==> src/rtl/core/dmsc_pkg.sv <==
// ----------------------------------------------------------------------------
// dmsc_pkg
// Shared types and constants of the DNS message statistics counter bank.
// ----------------------------------------------------------------------------
package dmsc_pkg;

    localparam int NUM_COUNTERS = 40;
    localparam int CNT_IDX_W    = $clog2(NUM_COUNTERS);
    localparam int QUEUE_DEPTH  = 2;
    localparam int QUEUE_PTR_W  = $clog2(QUEUE_DEPTH);
    localparam int QUEUE_CNT_W  = $clog2(QUEUE_DEPTH + 1);

    localparam int C_REQ_V4         = 0;
    localparam int C_REQ_V6         = 1;
    localparam int C_REQ_EDNS0      = 2;
    localparam int C_REQ_BADEDNSVER = 3;
    localparam int C_REQ_TSIG       = 4;
    localparam int C_REQ_BADSIG     = 6;
    localparam int C_REQ_UDP        = 7;
    localparam int C_REQ_TCP        = 8;
    localparam int C_REQ_DO         = 9;
    localparam int C_OP_QUERY       = 10;
    localparam int C_OP_IQUERY      = 11;
    localparam int C_OP_STATUS      = 12;
    localparam int C_OP_NOTIFY      = 13;
    localparam int C_OP_UPDATE      = 14;
    localparam int C_OP_OTHER       = 15;
    localparam int C_RESPONSES      = 16;
    localparam int C_RESP_TC        = 17;
    localparam int C_RESP_EDNS0     = 18;
    localparam int C_RESP_TSIG      = 19;
    localparam int C_QRY_SUCCESS    = 21;
    localparam int C_QRY_AUTHANS    = 22;
    localparam int C_QRY_NOAUTHANS  = 23;
    localparam int C_QRY_REFERRAL   = 24;
    localparam int C_QRY_NXRRSET    = 25;
    localparam int C_QRY_REJECT     = 26;
    localparam int C_RCODE_BASE     = 27;
    localparam int C_RCODE_BADVERS  = 38;
    localparam int C_RCODE_OTHER    = 39;

    localparam logic [4:0]  OPCODE_NONE   = 5'd16;
    localparam logic [3:0]  OPCODE_QUERY  = 4'd0;
    localparam logic [11:0] RCODE_NOERROR = 12'd0;
    localparam logic [11:0] RCODE_REFUSED = 12'd5;
    localparam logic [11:0] RCODE_LAST    = 12'd10;
    localparam logic [11:0] RCODE_BADVERS = 12'd16;

    localparam logic [1:0] FAMILY_V4 = 2'd1;
    localparam logic [1:0] FAMILY_V6 = 2'd2;
    localparam logic [1:0] TRANS_UDP = 2'd1;
    localparam logic [1:0] TRANS_TCP = 2'd2;

    typedef enum logic [1:0] {
        STATUS_OK        = 2'd0,
        STATUS_NO_OPCODE = 2'd1,
        STATUS_BAD_INDEX = 2'd2
    } status_t;

    typedef struct packed {
        logic                    is_read;
        logic [CNT_IDX_W-1:0]    index;
        status_t                 status;
        logic [NUM_COUNTERS-1:0] inc_mask;
    } entry_t;

    function automatic logic [CNT_IDX_W-1:0] op_class(input logic [3:0] op);
        logic [CNT_IDX_W-1:0] idx;
        unique case (op)
            4'd0:    idx = CNT_IDX_W'(C_OP_QUERY);
            4'd1:    idx = CNT_IDX_W'(C_OP_IQUERY);
            4'd2:    idx = CNT_IDX_W'(C_OP_STATUS);
            4'd4:    idx = CNT_IDX_W'(C_OP_NOTIFY);
            4'd5:    idx = CNT_IDX_W'(C_OP_UPDATE);
            default: idx = CNT_IDX_W'(C_OP_OTHER);
        endcase
        return idx;
    endfunction

endpackage

==> src/rtl/core/dmsc_in_if.sv <==
// ----------------------------------------------------------------------------
// dmsc_in_if
// Input channel: count or read items with valid/ready handshake.
// ----------------------------------------------------------------------------
interface dmsc_in_if;
    logic        valid;
    logic        ready;
    logic        action;
    logic [5:0]  counter_index;
    logic [1:0]  ip_family;
    logic [1:0]  transport;
    logic [4:0]  opcode;
    logic [3:0]  request_flags;
    logic        responded;
    logic [4:0]  response_flags;
    logic [15:0] answer_count;
    logic [11:0] response_rcode;

    modport source (
        output valid, action, counter_index, ip_family, transport, opcode,
               request_flags, responded, response_flags, answer_count,
               response_rcode,
        input  ready
    );

    modport sink (
        input  valid, action, counter_index, ip_family, transport, opcode,
               request_flags, responded, response_flags, answer_count,
               response_rcode,
        output ready
    );
endinterface

==> src/rtl/core/dmsc_out_if.sv <==
// ----------------------------------------------------------------------------
// dmsc_out_if
// Output channel: one status and read value per item.
// ----------------------------------------------------------------------------
interface dmsc_out_if;
    logic        valid;
    logic        ready;
    logic [1:0]  status;
    logic [31:0] read_value;

    modport source (
        output valid, status, read_value,
        input  ready
    );

    modport sink (
        input  valid, status, read_value,
        output ready
    );
endinterface

==> src/rtl/core/dmsc_front.sv <==
// ----------------------------------------------------------------------------
// dmsc_front
// Accepts items and turns each count item into a counter increment mask.
// ----------------------------------------------------------------------------
module dmsc_front (
    dmsc_in_if.sink          in_ch,
    input  logic             push_ready,
    output logic             push_valid,
    output dmsc_pkg::entry_t push_entry
);
    import dmsc_pkg::*;

    logic                    has_op;
    logic                    badsig;
    logic                    aa;
    logic [NUM_COUNTERS-1:0] mask;
    logic [CNT_IDX_W-1:0]    rc_idx;

    assign in_ch.ready = push_ready;
    assign push_valid  = in_ch.valid;

    assign has_op = in_ch.opcode < OPCODE_NONE;
    assign badsig = in_ch.request_flags[1];
    assign aa     = in_ch.response_flags[3];
    assign rc_idx = CNT_IDX_W'(C_RCODE_BASE) + CNT_IDX_W'(in_ch.response_rcode[3:0]);

    always_comb
    begin
        mask = '0;
        if (in_ch.ip_family == FAMILY_V4)
        begin
            mask[C_REQ_V4] = 1'b1;
        end
        else if (in_ch.ip_family == FAMILY_V6)
        begin
            mask[C_REQ_V6] = 1'b1;
        end
        if (in_ch.transport == TRANS_UDP)
        begin
            mask[C_REQ_UDP] = 1'b1;
        end
        else if (in_ch.transport == TRANS_TCP)
        begin
            mask[C_REQ_TCP] = 1'b1;
        end
        if (has_op)
        begin
            mask[op_class(in_ch.opcode[3:0])] = 1'b1;
        end
        mask[C_REQ_TSIG] = in_ch.request_flags[0];
        if (badsig)
        begin
            mask[C_REQ_BADSIG] = 1'b1;
        end
        else
        begin
            mask[C_REQ_EDNS0] = in_ch.request_flags[2];
            mask[C_REQ_DO]    = in_ch.request_flags[3];
        end
        if (in_ch.responded)
        begin
            mask[C_RESPONSES]  = 1'b1;
            mask[C_RESP_TC]    = in_ch.response_flags[0];
            mask[C_RESP_EDNS0] = in_ch.response_flags[1];
            mask[C_RESP_TSIG]  = in_ch.response_flags[2];
            priority if (in_ch.response_rcode <= RCODE_LAST)
            begin
                mask[rc_idx] = 1'b1;
            end
            else if (in_ch.response_rcode == RCODE_BADVERS)
            begin
                mask[C_RCODE_BADVERS]  = 1'b1;
                mask[C_REQ_BADEDNSVER] = 1'b1;
            end
            else
            begin
                mask[C_RCODE_OTHER] = 1'b1;
            end
            if (has_op && !badsig && in_ch.opcode[3:0] == OPCODE_QUERY)
            begin
                if (aa)
                begin
                    mask[C_QRY_AUTHANS] = 1'b1;
                end
                else
                begin
                    mask[C_QRY_NOAUTHANS] = 1'b1;
                end
                if (in_ch.response_rcode == RCODE_NOERROR)
                begin
                    if (in_ch.answer_count != 16'd0)
                    begin
                        mask[C_QRY_SUCCESS] = 1'b1;
                    end
                    else if (aa)
                    begin
                        mask[C_QRY_NXRRSET] = 1'b1;
                    end
                    else
                    begin
                        mask[C_QRY_REFERRAL] = 1'b1;
                    end
                end
                else if (in_ch.response_rcode == RCODE_REFUSED)
                begin
                    mask[C_QRY_REJECT] = !in_ch.response_flags[4];
                end
            end
        end
    end

    always_comb
    begin
        push_entry.is_read = in_ch.action;
        push_entry.index   = in_ch.counter_index;
        if (in_ch.action)
        begin
            push_entry.inc_mask = '0;
            push_entry.status   = (in_ch.counter_index < CNT_IDX_W'(NUM_COUNTERS))
                                  ? STATUS_OK : STATUS_BAD_INDEX;
        end
        else
        begin
            push_entry.inc_mask = mask;
            push_entry.status   = (in_ch.responded && !has_op) ? STATUS_NO_OPCODE
                                                                : STATUS_OK;
        end
    end

endmodule

==> src/rtl/core/dmsc_queue.sv <==
// ----------------------------------------------------------------------------
// dmsc_queue
// Short in-order queue between the classifier and the counter bank.
// ----------------------------------------------------------------------------
module dmsc_queue (
    input  logic             clk,
    input  logic             rst_n,
    input  logic             push_valid,
    input  dmsc_pkg::entry_t push_entry,
    output logic             push_ready,
    output logic             pop_valid,
    output dmsc_pkg::entry_t pop_entry,
    input  logic             pop
);
    import dmsc_pkg::*;

    entry_t                 slot_reg [QUEUE_DEPTH];
    logic [QUEUE_PTR_W-1:0] wr_ptr_reg, wr_ptr_next;
    logic [QUEUE_PTR_W-1:0] rd_ptr_reg, rd_ptr_next;
    logic [QUEUE_CNT_W-1:0] count_reg, count_next;
    logic                   do_push;
    logic                   do_pop;

    assign push_ready = count_reg != QUEUE_CNT_W'(QUEUE_DEPTH);
    assign pop_valid  = count_reg != '0;
    assign pop_entry  = slot_reg[rd_ptr_reg];
    assign do_push    = push_valid && push_ready;
    assign do_pop     = pop && pop_valid;

    always_comb
    begin
        wr_ptr_next = wr_ptr_reg;
        rd_ptr_next = rd_ptr_reg;
        count_next  = count_reg;
        if (do_push)
        begin
            wr_ptr_next = (wr_ptr_reg == QUEUE_PTR_W'(QUEUE_DEPTH - 1)) ? '0
                          : wr_ptr_reg + 1'b1;
        end
        if (do_pop)
        begin
            rd_ptr_next = (rd_ptr_reg == QUEUE_PTR_W'(QUEUE_DEPTH - 1)) ? '0
                          : rd_ptr_reg + 1'b1;
        end
        if (do_push && !do_pop)
        begin
            count_next = count_reg + 1'b1;
        end
        else if (!do_push && do_pop)
        begin
            count_next = count_reg - 1'b1;
        end
    end

    always_ff @(posedge clk or negedge rst_n)
    begin
        if (!rst_n)
        begin
            wr_ptr_reg <= '0;
            rd_ptr_reg <= '0;
            count_reg  <= '0;
        end
        else
        begin
            wr_ptr_reg <= wr_ptr_next;
            rd_ptr_reg <= rd_ptr_next;
            count_reg  <= count_next;
        end
    end

    always_ff @(posedge clk)
    begin
        if (do_push)
        begin
            slot_reg[wr_ptr_reg] <= push_entry;
        end
    end

endmodule

==> src/rtl/core/dmsc_back.sv <==
// ----------------------------------------------------------------------------
// dmsc_back
// Counter bank: applies increment masks, serves reads, holds the result.
// ----------------------------------------------------------------------------
module dmsc_back #(
    parameter int COUNTER_WIDTH = 32
) (
    input  logic             clk,
    input  logic             rst_n,
    input  logic             q_valid,
    input  dmsc_pkg::entry_t q_entry,
    output logic             q_pop,
    dmsc_out_if.source       out_ch
);
    import dmsc_pkg::*;

    logic [COUNTER_WIDTH-1:0] cnt_reg [NUM_COUNTERS];
    logic                     out_valid_reg, out_valid_next;
    status_t                  status_reg;
    logic [31:0]              read_value_reg;
    logic [63:0]              rd_wide;
    logic                     rd_ok;

    assign q_pop = q_valid && (!out_valid_reg || out_ch.ready);
    assign rd_ok = q_entry.is_read && (q_entry.status == STATUS_OK);
    assign rd_wide = rd_ok ? 64'(cnt_reg[q_entry.index]) : 64'd0;

    always_comb
    begin
        out_valid_next = out_valid_reg;
        if (q_pop)
        begin
            out_valid_next = 1'b1;
        end
        else if (out_ch.ready)
        begin
            out_valid_next = 1'b0;
        end
    end

    always_ff @(posedge clk or negedge rst_n)
    begin
        if (!rst_n)
        begin
            out_valid_reg <= 1'b0;
        end
        else
        begin
            out_valid_reg <= out_valid_next;
        end
    end

    always_ff @(posedge clk)
    begin
        if (q_pop)
        begin
            status_reg     <= q_entry.status;
            read_value_reg <= rd_wide[31:0];
        end
    end

    for (genvar i = 0; i < NUM_COUNTERS; i++)
    begin : g_cnt
        always_ff @(posedge clk or negedge rst_n)
        begin
            if (!rst_n)
            begin
                cnt_reg[i] <= '0;
            end
            else if (q_pop && q_entry.inc_mask[i])
            begin
                cnt_reg[i] <= cnt_reg[i] + 1'b1;
            end
        end
    end

    assign out_ch.valid      = out_valid_reg;
    assign out_ch.status     = status_reg;
    assign out_ch.read_value = read_value_reg;

endmodule

==> src/rtl/core/dns_message_stat_counters_top.sv <==
// ----------------------------------------------------------------------------
// dns_message_stat_counters_top
// DNS message statistics: 40 counters bumped by count items, read by reads.
// datapath: each result passes through the queue, then the bank's output register
// throughput: one item per cycle while the output channel takes results, every counter updates in parallel
// reset: clears all counters, empties the two-entry queue and clears the valid bit of the output register
// ----------------------------------------------------------------------------
module dns_message_stat_counters_top #(
    parameter int COUNTER_WIDTH = 32
) (
    input  logic       clk,
    input  logic       rst_n,
    dmsc_in_if.sink    in_ch,
    dmsc_out_if.source out_ch
);
    import dmsc_pkg::*;

    logic   push_valid;
    logic   push_ready;
    entry_t push_entry;
    logic   q_valid;
    entry_t q_entry;
    logic   q_pop;

    dmsc_front u_front (
        .in_ch      (in_ch),
        .push_ready (push_ready),
        .push_valid (push_valid),
        .push_entry (push_entry)
    );

    dmsc_queue u_queue (
        .clk        (clk),
        .rst_n      (rst_n),
        .push_valid (push_valid),
        .push_entry (push_entry),
        .push_ready (push_ready),
        .pop_valid  (q_valid),
        .pop_entry  (q_entry),
        .pop        (q_pop)
    );

    dmsc_back #(
        .COUNTER_WIDTH (COUNTER_WIDTH)
    ) u_back (
        .clk     (clk),
        .rst_n   (rst_n),
        .q_valid (q_valid),
        .q_entry (q_entry),
        .q_pop   (q_pop),
        .out_ch  (out_ch)
    );

    a_transfer_queued: assert property (@(posedge clk) disable iff (!rst_n)
        (in_ch.valid && in_ch.ready) |=> q_valid)
        else $error("accepted transfer did not reach the queue");

    a_pop_gives_result: assert property (@(posedge clk) disable iff (!rst_n)
        q_pop |=> out_ch.valid)
        else $error("queue pop did not load the output register");

    a_bad_index_zero: assert property (@(posedge clk) disable iff (!rst_n)
        (q_pop && q_entry.status == STATUS_BAD_INDEX) |=> (out_ch.read_value == 32'd0))
        else $error("bad index read returned a nonzero value");

endmodule

==> src/flat_wrapper.sv <==
// flat-port wrapper written by rule: the top's interface ports become plain ports
module dns_message_stat_counters_top_flat import dmsc_pkg::*;
#(
    parameter int COUNTER_WIDTH = 32
)
  (clk, rst_n, in_ch_valid, in_ch_action, in_ch_counter_index, in_ch_ip_family, in_ch_transport, in_ch_opcode, in_ch_request_flags, in_ch_responded, in_ch_response_flags, in_ch_answer_count, in_ch_response_rcode, in_ch_ready, out_ch_valid, out_ch_status, out_ch_read_value, out_ch_ready);
  dmsc_in_if in_ch_i ();
  dmsc_out_if out_ch_i ();
  input  logic clk;
  input  logic rst_n;
  input wire logic [$bits(in_ch_i.valid)-1:0] in_ch_valid;
  input wire logic [$bits(in_ch_i.action)-1:0] in_ch_action;
  input wire logic [$bits(in_ch_i.counter_index)-1:0] in_ch_counter_index;
  input wire logic [$bits(in_ch_i.ip_family)-1:0] in_ch_ip_family;
  input wire logic [$bits(in_ch_i.transport)-1:0] in_ch_transport;
  input wire logic [$bits(in_ch_i.opcode)-1:0] in_ch_opcode;
  input wire logic [$bits(in_ch_i.request_flags)-1:0] in_ch_request_flags;
  input wire logic [$bits(in_ch_i.responded)-1:0] in_ch_responded;
  input wire logic [$bits(in_ch_i.response_flags)-1:0] in_ch_response_flags;
  input wire logic [$bits(in_ch_i.answer_count)-1:0] in_ch_answer_count;
  input wire logic [$bits(in_ch_i.response_rcode)-1:0] in_ch_response_rcode;
  output wire logic [$bits(in_ch_i.ready)-1:0] in_ch_ready;
  output wire logic [$bits(out_ch_i.valid)-1:0] out_ch_valid;
  output wire logic [$bits(out_ch_i.status)-1:0] out_ch_status;
  output wire logic [$bits(out_ch_i.read_value)-1:0] out_ch_read_value;
  input wire logic [$bits(out_ch_i.ready)-1:0] out_ch_ready;
  assign in_ch_i.valid = in_ch_valid;
  assign in_ch_i.action = in_ch_action;
  assign in_ch_i.counter_index = in_ch_counter_index;
  assign in_ch_i.ip_family = in_ch_ip_family;
  assign in_ch_i.transport = in_ch_transport;
  assign in_ch_i.opcode = in_ch_opcode;
  assign in_ch_i.request_flags = in_ch_request_flags;
  assign in_ch_i.responded = in_ch_responded;
  assign in_ch_i.response_flags = in_ch_response_flags;
  assign in_ch_i.answer_count = in_ch_answer_count;
  assign in_ch_i.response_rcode = in_ch_response_rcode;
  assign in_ch_ready = in_ch_i.ready;
  assign out_ch_valid = out_ch_i.valid;
  assign out_ch_status = out_ch_i.status;
  assign out_ch_read_value = out_ch_i.read_value;
  assign out_ch_i.ready = out_ch_ready;
  dns_message_stat_counters_top #(.COUNTER_WIDTH(COUNTER_WIDTH)) u_core (.clk(clk), .rst_n(rst_n), .in_ch(in_ch_i), .out_ch(out_ch_i));
endmodule
==> config.mk <==
export PLATFORM = sky130hd
export DESIGN_NAME = dns_message_stat_counters_top_flat
export DESIGN_NICKNAME = d
export VERILOG_FILES = /design/src/rtl/core/dmsc_pkg.sv /design/src/rtl/core/dmsc_in_if.sv /design/src/rtl/core/dmsc_out_if.sv /design/src/rtl/core/dmsc_front.sv /design/src/rtl/core/dmsc_queue.sv /design/src/rtl/core/dmsc_back.sv /design/src/rtl/core/dns_message_stat_counters_top.sv /design/src/flat_wrapper.sv
export SDC_FILE = /design/constraint.sdc
export NUM_CORES = 2
export LEC_CHECK = 0
export ABC_AREA = 1
export ABC_CLOCK_PERIOD_IN_PS = 3400
export CAP_MARGIN = 40
export CORE_MARGIN = 2
export CORE_UTILIZATION = 47
export CTS_CLUSTER_SIZE = 28
export DETAILED_ROUTE_END_ITERATION = 10
export DONT_BUFFER_PORTS = 1
export REMOVE_ABC_BUFFERS = 1
export SYNTH_ARGS = -nofsm -noshare
export SYNTH_HDL_FRONTEND = slang
export SYNTH_SLANG_ARGS = --single-unit
==> constraint.sdc <==
create_clock -name clk -period 3.4 [get_ports clk]
set_input_delay 0.68 -clock clk [delete_from_list [all_inputs] [get_ports clk]]
set_output_delay 0.68 -clock clk [all_outputs]
set_load 0.1 [all_outputs]
======== Word-level counts from Yosys, hierarchy flattened ========
Memory sizes are Yosys's and may differ from the RTL's.
Cells that the tools add are included.
word-level totals
  bits in registers ....................... 1319
  memory bits (writable) .................. 98
  bits of input ports ..................... 58
  output and inout port bits .............. 36
  logic and storage cells ................. 228
  memories kept ........................... 1
memory list
  name                     words  bits a word  rd ports  clocked after Yosys merged registers in  write ports  RTL line          RTL
  u_core.u_queue.slot_reg  2      49           1         0                                        1            dmsc_queue.sv:17  entry_t slot_reg [QUEUE_DEPTH];
operators by class
  add/subtract/negate cells ............... 45
  magnitude comparators ................... 8
  eq/ne operators ......................... 11
  multiplexer cells ....................... 49
  bitwise operators ....................... 3
  reduce and logical (&&, ||, !) cells .... 65
operator list
  operator               count
  $add 32x1->32 const B  40
  $bmux 32 s6            1
  $mux 40                2
  $mux 32                2
  $logic_and 1x1->1      51
  $mux 42                1
  $or 40x40->40          1
  $or 9x40->40           1
  $mux 34                1
  $mux 1                 30
  $reduce_bool 16->1     1
  $pmux 3 s5             1
  $lt 6x7->1 const B     2
  $demux 1 s6            2
  $eq 12x3->1 const B    1
  $eq 12x5->1 const B    1
  $ge 6x1->1 const B     2
  $le 12x4->1 const B    1
  $logic_not 12->1       1
  $mux 2                 6
  $mux 6                 2
  $eq 4x3->1 const B     2
  $ge 7x7->1 const B     1
  $not 6->7              1
  17 further kinds       27

======== Depth between registers and ports, before layout ========
  word-level depth ........................ 18
  mapped depth ............................ 15
  mapped depth without buffers ............ 15

======== Modules after synthesis ========
Synthesis repeated with hierarchy kept, for this count alone.
second synthesis, totals
  cells, all modules ...................... 11496
  area total of the unflattened synthesis .. 85205.5 um^2
modules (own cells, without submodules)
  module      instances  cells each  area an instance (um^2)  seq. area each (um^2)
  dmsc_back   1          11017       80317.0                  33076.7
  dmsc_queue  1          285         3866.2                   3042.9
  dmsc_front  1          194         1022.2                   0.0

======== Worst setup path after synthesis ========
OpenSTA, ideal clock, no wires.
  kind .................................... reg2reg
  start point ............................. register u_core.u_queue.count_reg[0]
  end point ............................... memory u_core.u_queue.slot_reg[1][0] (netlist name), enable pin
  library setup time ...................... 457 ps
  data arrival time ....................... 3438 ps
  required time ........................... 2943 ps
  path slack .............................. -495 ps
  stages on the path, launching flop included .. 5
  buffers on the path ..................... 0
  period minus slack after synthesis ...... 3895 ps
  path through ............................ dfrtp_1 -> inv_1 -> nand2_1 -> nand2_1 -> nor2_1
on the way
  longest elaborated chain between the ends .. 4
ends and longest elaborated chain
  item                          RTL line            RTL
  from (decl)                   dmsc_queue.sv:20    logic [QUEUE_CNT_W-1:0] count_reg, count_next;
  from (signal assigned)        dmsc_queue.sv:67    count_reg <= count_next;
  $ne 2x2->1                    dmsc_queue.sv:24    assign push_ready = count_reg != QUEUE_CNT_W'(QUEUE_DEPTH);
  net in_ch_ready               flat_wrapper.sv:22  output wire logic [$bits(in_ch_i.ready)-1:0] in_ch_ready;
  $logic_and 1x1->1             dmsc_queue.sv:27    assign do_push = push_valid && push_ready;
  $mux 1                        dmsc_queue.sv:73    if (do_push)
  $mux 1 (implied by the code)  dmsc_queue.sv:75    slot_reg[wr_ptr_reg] <= push_entry;
  to (decl)                     dmsc_queue.sv:17
The timed path passes the listed nets, and every way through them passes these cells.

======== Final worst setup path ========
  start point ............................. register u_core.u_queue.rd_ptr_reg
  end point ............................... register u_core.u_back.read_value_reg[23], in the netlist u_core.u_back.out_ch.read_value[23], data pin
on the way
  longest elaborated chain between the ends .. 5
  elaborated cells on any way between the ends .. 7
  classes of those cells .................. mux (3); bitwise (1); reduce/logical (2); memory (1)
ends and longest elaborated chain
  item                                        RTL line          RTL
  from (decl)                                 dmsc_queue.sv:19  logic [QUEUE_PTR_W-1:0] rd_ptr_reg, rd_ptr_next;
  from (signal assigned)                      dmsc_queue.sv:66  rd_ptr_reg <= rd_ptr_next;
  $mem_v2 2x49 *                              -
  $not 6->7 (implied by the code)             dmsc_back.sv:26   assign rd_wide = rd_ok ? 64'(cnt_reg[q_entry.index]) : 64'd0;
  $bmux 32 s6                                 dmsc_back.sv:26
  $mux 32 (implied by the code) (2 in a row)  dmsc_back.sv:26
  to (signal assigned)                        dmsc_back.sv:58   read_value_reg <= rd_wide[31:0];
  to (decl)                                   dmsc_back.sv:20   logic [31:0] read_value_reg;
Every way passes the cells marked *; elsewhere a longest branch is shown, timed or not. The select of a mux whose other input is x is not followed.
A chain may end at the register's enable or synchronous reset.

==> flow_summary.ini <==
[yosys]
synth_edf_count = 132
synth.area.mux_share = 0.000492
yosysWarningCount = 0
ys_async_rst_share = 0.907
dominant_combinational_cell_family_by_area_after_synthesis = simple AND/OR/NAND/NOR gates
synth.yosys.seq_area_share = 0.418
synth-compound-area-share = 0.0308
ys_ff_latch = 1417
ys_types = 55
synthesis.area_per_instance_um2 = 7.52
syn-cell-area_mm2 = 0.0865
synth_adder_area_share = 0.00637
synthFlopType = dfrtp_1
synth-simple-area-share = 0.333
synth_xor_xnor_area_share = 0.120
synthCells = 11500

[sta]
finalCriticalPeriod_ps = 3360
finalHoldViolCount = 0
setup_viol = 0
final_critical_path_setup_slack_ps = 40.9
timing.fmax_mhz = 298
worst_hold_slack_ps = 56.5
rsz0062_at_grt = no
worst_clock_skew_ps = 42.6
timing.final.max_slew_violations = 0
final.period_utilization = 0.988
max_slew.worst_pin.slew_ps = 1010
worst_slew_margin_rel = 0.327

[route]
route.antenna.remaining_nets = 0
via_per_inst = 5.59
detailed_route_wirelength_on_metal2_um = 133000
first_iter_violations = 9031
met3_length_um = 26700
routed_wire_length_per_instance_um = 22.3
drcViolationCount = 0
first_pass_iters = 6
maxUsedRoutingLayer = met5
wirelength_met1_um = 140000
routed_wl_um = 315000
vias = 79100

[clock_tree]
max-clock-path-buffers = 3
cts.sinks = 1417
cts-htree-levels = 4
tritoncts.num_buffers = 170
clock_insertion_delay_at_the_later_pin_of_the_skew_report_ps = 860
cts.clk_slew.worst_paths_ps = 60
cts_tree = built
ctsRootBufferMaster = clkbuf_16

[layout]
multi_input_comb_area_mm2 = 0.0425
design.final.nets = 11600
seq_area_mm2 = 0.0361
fillerInstances = 17900
max_reg_flops = 1280
synthToLayoutAreaGrowth_pct = 11.1
layout-drive-gt1-share = 0.0577

[placement]
gpl_congestion = 1.04
hpwl_um = 243000
placement.setup.worst_slack_ps = 84.2
port_buffers = 0

[hold_path]
min_path_cells = 3
hold_class = primary input to flip-flop
worst_hold_path.endpoint = u_core.u_back.out_ch.valid
min_from = out_ch_ready

[power]
power_density_mw_per_mm2 = 790
static-leakage-power_nw = 45.8
maximum_vdd_drop_v = 0.000743

[critical_path]
timing.critical_path.from = u_core.u_queue.rd_ptr_reg
crit_path_max_incr_delay_ps = 570
critPathMostFrequentCell = nand3_1
rr_startpoint = u_core.u_queue.rd_ptr_reg
path_delay_family = simple AND/OR/NAND/NOR gates
rr_worst_depth = 11
worstPathCellList = buf_4 -> nand2_4 -> buf_16 -> buf_12 -> nand3_1 -> nand3_1 -> nand3_1 -> nand3_1 -> nand3_1 -> nand3_1 -> a21oi_1
worstSetupPathType = flip-flop to flip-flop
setup.reg_to_reg.worst_slack_ps = 40
critical_path_required_ps = 3970
worstPathBufferInverterCount = 3
critical_path.max_fanout = 100
rr_endpoint = u_core.u_back.out_ch.read_value[23]
crit_path_top_delay_cell = dfrtp_4
endpoint_arrival_time_on_the_critical_path_ps = 3930
setup.worst_path.end_class = flip-flop
cp-start-kind = flip-flop

[run_status]
status = finished, final reports clean

[global_route]
antenna_found_initial = 9
first_global_vias = 75000
globalRoute.totalOverflow = 0
grt_pass1_wl_um = 474000
grt_usage = 0.334
grt_max_degree = 161

[floorplanning]
die_area_mm2 = 0.187
top_level_ports = 94
coreArea_mm2 = 0.183
floorplan.die.width_um = 433
initial_utilization = 0.473
fp.dieH_um = 433
fp-row-count = 157

[job]
max_capacitance_violation_count = 0
[routing by layer]
layer,GRT usage,up-vias
met2,0.483,3144
met1,0.480,38400
met3,0.0699,527
met5,0,-
li1,-,37000
met4,0.144,4
[worst max path at each step]
stage                                     endpoint  slack [ps]  depth (start not counted)
4_1_cts        u_core.u_back.out_ch.read_value[27]          80                         11
5_1_grt        u_core.u_back.out_ch.read_value[10]          20                         11
3_5_place_dp   u_core.u_back.out_ch.read_value[27]          80                         11
6_report       u_core.u_back.out_ch.read_value[23]          40                         11
3_3_place_gp   u_core.u_back.out_ch.read_value[27]         110                         11
2_1_floorplan  u_core.u_back.out_ch.read_value[15]      -14730                          7
[tightest hold or removal path, stage by stage]
cell,delay [ps]
inv_1,20
nand2_1,100
nand2_1,70
[cells by family after synthesis]
| family | Yosys count |
|---|---|
| flops | 1417 |
| compound gates | 487 |
| mux | 4 |
| simple gates | 6331 |
| fa+ha+maj | 44 |
| xor+xnor | 1181 |
| other cells | 1 |
| buf+inv | 2042 |
[cell usage after synthesis, types with 15 or more instances]
library cell	instances	share of area
nand4_1	353	0.026
nor2_1	832	0.036
o211ai_1	53	0.0046
nor3_2	43	0.0050
nor2_2	62	0.0045
xnor2_1	36	0.0036
buf_1	28	0.0012
ha_1	44	0.0064
edfxtp_1	132	0.046
xor2_1	1145	0.12
dfrtp_1	1285	0.37
nand3_1	1664	0.096
buf_2	186	0.011
o21ai_0	307	0.018
nor3b_1	15	0.0013
a21oi_1	99	0.0057
nor4_1	147	0.011
nand2_1	2600	0.11
inv_1	1671	0.073
nand2_2	38	0.0027
nor3_1	498	0.029
clkbuf_1	123	0.0053
[cell usage in the layout (no fill, tap or decap), types with 10 or more instances in the layout]
cell,netlist,routed
inv_2,11,11
a21oi_1,99,99
inv_1,1671,1670
nand3b_1,13,13
clkinv_1,5,14
clkbuf_8,0,27
dfrtp_1,1285,1284
nor3_2,43,43
edfxtp_1,132,132
nand2_2,38,38
buf_12,0,45
o211ai_1,53,53
xnor2_1,36,36
dlygate4sd3_1,0,11
nand2_1,2600,2596
buf_16,0,23
nor3b_1,15,15
nor2_1,832,830
nor3_1,498,497
nor4_1,147,147
o21ai_0,307,307
and2_1,11,11
o221ai_1,11,11
clkbuf_1,123,42
ha_1,44,44
nor2_4,10,12
clkinv_2,1,33
xor2_1,1145,1145
buf_4,7,117
nand4_1,353,353
clkbuf_16,0,173
nor2_2,62,62
nand3_1,1664,1662
or2_2,10,10
[per-stage QoR]
stage | area (µm²) | power [mW] | cells | TNS [ps] | utilization
floorplan | 84800 | 40.0 | 11200 | -605030 | -
global placement | 89900 | 55.8 | 13800 | 0 | 0.491
detailed placement | 90400 | 56.7 | 13800 | 0 | 0.495
CTS | 96100 | 75.2 | 14100 | 0 | 0.525
global route | 96100 | 79.2 | 14100 | 0 | 0.525
finish | 96100 | 75.9 | 14100 | 0 | 0.525
[report_power, final]
part	switching, mW	internal, mW	leakage (nW)
registers	3.32	20.1	16.4
clock network	7.84	10.4	2.70
logic	25.3	8.84	26.6
[layout make-up]
class / instances / area share
Multi-Input combinational cell: 8051 / 0.442
Sequential cell: 1417 / 0.376
Antenna cell: 5 / 0.000130
Clock inverter: 70 / 0.00665
Tap cell: 2464 / 0.0321
Timing Repair Buffer: 196 / 0.0263
Clock buffer: 242 / 0.0506
Inverter: 1689 / 0.0661
[repair_timing]
action | 4_1_cts | 5_1_grt
endpoints found under the hold margin | 48 | 0
buffers inserted | 0 | 0
hold buffers | 11 | 0
setup endpoints to repair | 0 | 3
gates resized for setup | 0 | 3
Power figures use the tool's default switching activity.
